==> config.mk <==
export PLATFORM = sky130hd
export DESIGN_NAME = fxalu_div_cell
export DESIGN_NICKNAME = d
export VERILOG_FILES = /design/src/q16_16_fixed_point_alu_defines.svh /design/src/fxalu_pkg.sv /design/src/fxalu_div_cell.sv
export SDC_FILE = /design/constraint.sdc
export NUM_CORES = 1
export LEC_CHECK = 0
export BUFFER_PORTS_ARGS = -buffer_cell sky130_fd_sc_hd__buf_2
export CORE_AREA = 2 2 141 143
export CTS_BUF_LIST = sky130_fd_sc_hd__clkbuf_4 sky130_fd_sc_hd__clkbuf_8
export CTS_CLUSTER_SIZE = 24
export DETAILED_ROUTE_END_ITERATION = 8
export DIE_AREA = 0 0 143 145
export REMOVE_ABC_BUFFERS = 1
export SLEW_MARGIN = 20
export SYNTH_ARGS = -nofsm -noshare
export SYNTH_HDL_FRONTEND = slang
export SYNTH_SLANG_ARGS = --single-unit
==> constraint.sdc <==
create_clock -name clk_i -period 0.8 [get_ports clk_i]
set_input_delay 0.04 -clock clk_i [delete_from_list [all_inputs] [get_ports clk_i]]
set_output_delay 0.04 -clock clk_i [all_outputs]
set_load 0.005 [all_outputs]
==> src/q16_16_fixed_point_alu_defines.svh <==
// Assertion macros shared by the fixed-point unit.
`ifndef Q16_16_FIXED_POINT_ALU_DEFINES_SVH
`define Q16_16_FIXED_POINT_ALU_DEFINES_SVH
`ifndef SYNTH
`define FX_ASSERT(lbl, clk, rstn, prop) \
  lbl: assert property (@(posedge clk) disable iff (!rstn) (prop)) \
    else $error("assertion failed");
`define FX_ASSERT_IMPL(lbl, clk, rstn, ante, cons) \
  lbl: assert property (@(posedge clk) disable iff (!rstn) (ante) |-> (cons)) \
    else $error("assertion failed");
`else
`define FX_ASSERT(lbl, clk, rstn, prop)
`define FX_ASSERT_IMPL(lbl, clk, rstn, ante, cons)
`endif
`endif

==> src/fxalu_pkg.sv <==
// ----------------------------------------------------------------------------
// Fixed-point unit package
// Operation codes, pipeline sideband type and default constants.
// ----------------------------------------------------------------------------
package fxalu_pkg;
  localparam int unsigned FRACTION_BITS_DEF = 16;
  localparam int unsigned DATA_W = 32;

  typedef enum logic [3:0] {
    CMD_ADD   = 4'd0,
    CMD_SUB   = 4'd1,
    CMD_MUL   = 4'd2,
    CMD_DIV   = 4'd3,
    CMD_IDIV  = 4'd4,
    CMD_MOD   = 4'd5,
    CMD_FLOOR = 4'd6,
    CMD_CEIL  = 4'd7,
    CMD_ROUND = 4'd8,
    CMD_FRAC  = 4'd9,
    CMD_ABS   = 4'd10,
    CMD_NEG   = 4'd11,
    CMD_SIGN  = 4'd12
  } cmd_e;

  typedef struct packed {
    logic              vld;
    logic [3:0]        cmd;
    logic [DATA_W-1:0] a;
    logic [DATA_W-1:0] b;
    logic              neg;
  } side_t;
endpackage

==> src/fxalu_div_cell.sv <==
// ----------------------------------------------------------------------------
// Divider cell
// One restoring-division step: shifts in a dividend bit, subtracts the
// divisor when it fits and shifts the quotient bit into the dividend word.
// ----------------------------------------------------------------------------
module fxalu_div_cell #(
  parameter int unsigned NB = 48
) (
  input  logic                 clk_i,
  input  logic                 rst_ni,
  input  fxalu_pkg::side_t     side_i,
  input  logic [31:0]          rem_i,
  input  logic [NB-1:0]        dq_i,
  input  logic [31:0]          d_i,
  output fxalu_pkg::side_t     side_o,
  output logic [31:0]          rem_o,
  output logic [NB-1:0]        dq_o,
  output logic [31:0]          d_o
);
  import fxalu_pkg::*;

  logic [32:0]   t;
  logic          ge;
  logic [31:0]   rem_d, rem_q;
  logic [NB-1:0] dq_d, dq_q;
  logic [31:0]   d_q;
  side_t         side_q;
  logic          vld_q;
  logic [32:0]   diff;

  always_comb begin
    t     = {rem_i, dq_i[NB-1]};
    diff  = t - {1'b0, d_i};
    ge    = (t >= {1'b0, d_i});
    rem_d = ge ? diff[31:0] : t[31:0];
    dq_d  = {dq_i[NB-2:0], ge};
  end

  always_ff @(posedge clk_i or negedge rst_ni) begin
    if (!rst_ni) begin
      vld_q <= 1'b0;
    end else begin
      vld_q <= side_i.vld;
    end
  end

  always_ff @(posedge clk_i) begin
    rem_q  <= rem_d;
    dq_q   <= dq_d;
    d_q    <= d_i;
    side_q <= side_i;
  end

  always_comb begin
    side_o     = side_q;
    side_o.vld = vld_q;
  end
  assign rem_o = rem_q;
  assign dq_o  = dq_q;
  assign d_o   = d_q;
endmodule
==> flow_summary.json <==
{
  "syn-instance-count": 542,
  "place_congestion": 0.854,
  "cp.arrival_ns": 2.22,
  "syn-mean-instance-area_sq_um": 11.0,
  "status": "finished, violations left",
  "gr-usage-all-layers_pct": 22.0,
  "boundaryPins": 366,
  "worst_setup_path_start_kind": "primary input",
  "max_freq_mhz": 537,
  "wl_per_cell_um": 16.8,
  "rows": 51,
  "htreeDepth": 4,
  "grt-ovfl-total": 0,
  "setup_slack_ns": -1.06,
  "yosysTopAreaCell": "dfxtp_1",
  "tritoncts": "yes",
  "ys_ff_latch": 182,
  "first_pass_iters": 4,
  "place.port_buffers": 365,
  "place.detailed.hpwl_mm": 15.5,
  "setup_viol": 215,
  "drtAntennaViolNets": 0,
  "start_util_pct": 31.2,
  "vias": 6575,
  "cts_buffer_depth": 2,
  "drt-initial-drc-count": 188,
  "cts_buffers": 17,
  "drc": 0,
  "synth_area_sq_mm": 0.00598,
  "clock-sinks": 182,
  "violations": "hold timing, setup timing",
  "grt_pass1_vias": 6796,
  "worstPathMaxFanout": 5,
  "drive_above_1_share_pct": 57.9,
  "worstSetupPathType": "in2reg",
  "cp-startpoint": "rem_i[22]",
  "netlist.area_leader.share_pct": 60.6,
  "dieWidth_um": 143,
  "syn_to_final_growth_pct": 110,
  "rsz0062_at_grt": "true",
  "critPathRequiredTime_ns": 1.16,
  "async_reset_ff_share_pct": 0.549,
  "fin_crit_ns": 1.86,
  "clkTransAtPathRegs_ns": 0.12,
  "worstHoldStart": "d_i[1]",
  "grt_pass1_wl_mm": 35.2,
  "wl_mm": 25.1,
  "synthFlopType": "dfxtp_1",
  "period_share_pct": 233,
  "end_kind": "flop",
  "ys_types": 50,
  "hold_violations": 1,
  "yosys_warnings": 0,
  "grt_max_degree": 20,
  "tightest_slew_ns": 0.405,
  "die_height_um": 145,
  "maxSlewViolCount": 0,
  "cts-root-buf": "clkbuf_8",
  "maxCapViolCount": 0,
  "antenna_found_initial": 4,
  "maxSlewHeadroom_pct": 72.7,
  "power.density_mw_per_mm2": 1820,
  "synth_edf_count": 0,
  "synth_common_cells": "dfxtp_1 (181), a21oi_1 (54), inv_1 (46), nor2_1 (37), ha_1 (32)",
  "fin_tns_setup_ns": -59.79,
  "post-route-util_pct": 65.4,
  "ir_drop_v": 0.000965,
  "vias_per_cell": 4.38,
  "synth_most_common_cell": "dfxtp_1",
  "min_path_type": "in2reg",
  "leakagePower_uw": 0.00592,
  "die_area_sq_mm": 0.0207,
  "ys_top_cells_by_area": "dfxtp_1 (61%), ha_1 (6.7%), a21oi_1 (4.5%), inv_1 (2.9%), xnor2_1 (2.3%)",
  "coreArea_sq_mm": 0.0192,
  "final_nets": 1434,
  "ys_seq_area_share_pct": 61.0,
  "hold_ws_ns": -0.262
}
-- metrics by stage --
| step | hold WS [ns] | cells | setup WS, ns | instance area, sq um | power [uW] |
|---|---|---|---|---|---|
| 2_1_floorplan | -0.256 | 524 | -2.23 | 5860 | 12000 |
| 3_5_place_dp | -0.182 | 1269 | -1.79 | 8910 | 14500 |
| 6_report | -0.262 | 1500 | -1.06 | 12600 | 22800 |
| 4_1_cts | -0.318 | 1489 | -1.05 | 11600 | 22000 |
| 3_3_place_gp | -0.185 | 1269 | -1.81 | 8910 | 14500 |
| 5_1_grt | -0.298 | 1499 | -1.07 | 12600 | 23800 |
-- worst paths after layout --
kind	endpoint	depth (start not counted)
worst max-delay path	rem_o[23]$_DFF_P_	10
worst min-delay path	d_o[1]$_DFF_P_	1
max in group asynchronous	vld_q$_DFF_PN0_	3
min in group asynchronous	vld_q$_DFF_PN0_	3
-- cell type report --
cell class                 count  area [sq um]
tap                          265           332
antenna                        5          12.5
sequential                   182          3760
inverter                      46           175
multi-input combinational    296          2700
clock inverter                14           149
timing repair buffer         674          5190
fill                        1384          6650
clock buffer                  18           241
-- routing by layer --
metal  GRT usage, %  vias up  part of all wire (%)
met5              0        -                     0
met3           5.97       66                   6.3
met4           10.1        0                   3.8
met2           38.9      257                    51
li1               -     3202                     -
met1           24.2     3050                    39
-- power by group --
| group | switching [uW] | leakage (uW) | internal, uW |
|---|---|---|---|
| clock network | 3880 | 0.000198 | 2400 |
| registers | 285 | 0.00154 | 9910 |
| logic | 2610 | 0.00419 | 3700 |
| total | 6780 | 0.00592 | 16000 |
-- placed cells by master (no fill, tap or decap), types with 11 or more instances in the layout --
cell type      synthesis  layout
dfxtp_2                0      86
buf_6                  5      82
xnor2_1               16      16
nand2_1               24      22
nor2_1                37      20
clkbuf_8               0      17
dfxtp_1              181      95
nor2_4                 0      11
o21ai_0               17      12
ha_4                   0      15
ha_1                  32      12
inv_1                 46      43
buf_4                  2     112
a21oi_1               54      36
a21oi_2                1      17
dlygate4sd3_1          0     183
buf_2                  5     289
-- cell families after synthesis --
logic type      Yosys count  synth area share [%]
mux                      10                  2.34
buf+inv                  64                  4.87
simple gates            107                  8.74
fa+ha+maj                33                  7.03
flops                   182                  61.0
compound gates          120                  12.2
xor+xnor                 26                  3.81
-- registers in the layout (all words and copies together) (netlist names) --
signal  cells
rem_o      32
dq_o       48
d_o        32
vld_q       1
side_o     69
-- timing repair --
action / 4_1_cts / 5_1_grt
endpoints found under the setup margin: 215 / 215
gates cloned: 2 / 2
pin swaps: 14 / 20
hold endpoints to repair: 182 / 4
hold buffers: 180 / 3
setup buffers: 6 / 3
resized for setup: 94 / 212
-- critical path: stages --
cell and delay (ns):
buf_8 0.10, ha_4 0.24, a21o_1 0.17, o21a_1 0.20, a311oi_2 0.28, o21ai_2 0.10, or3b_4 0.37, o21a_4 0.25
clkbuf_16 0.18, mux2_4 0.29
(Power assumes the default switching activity.)
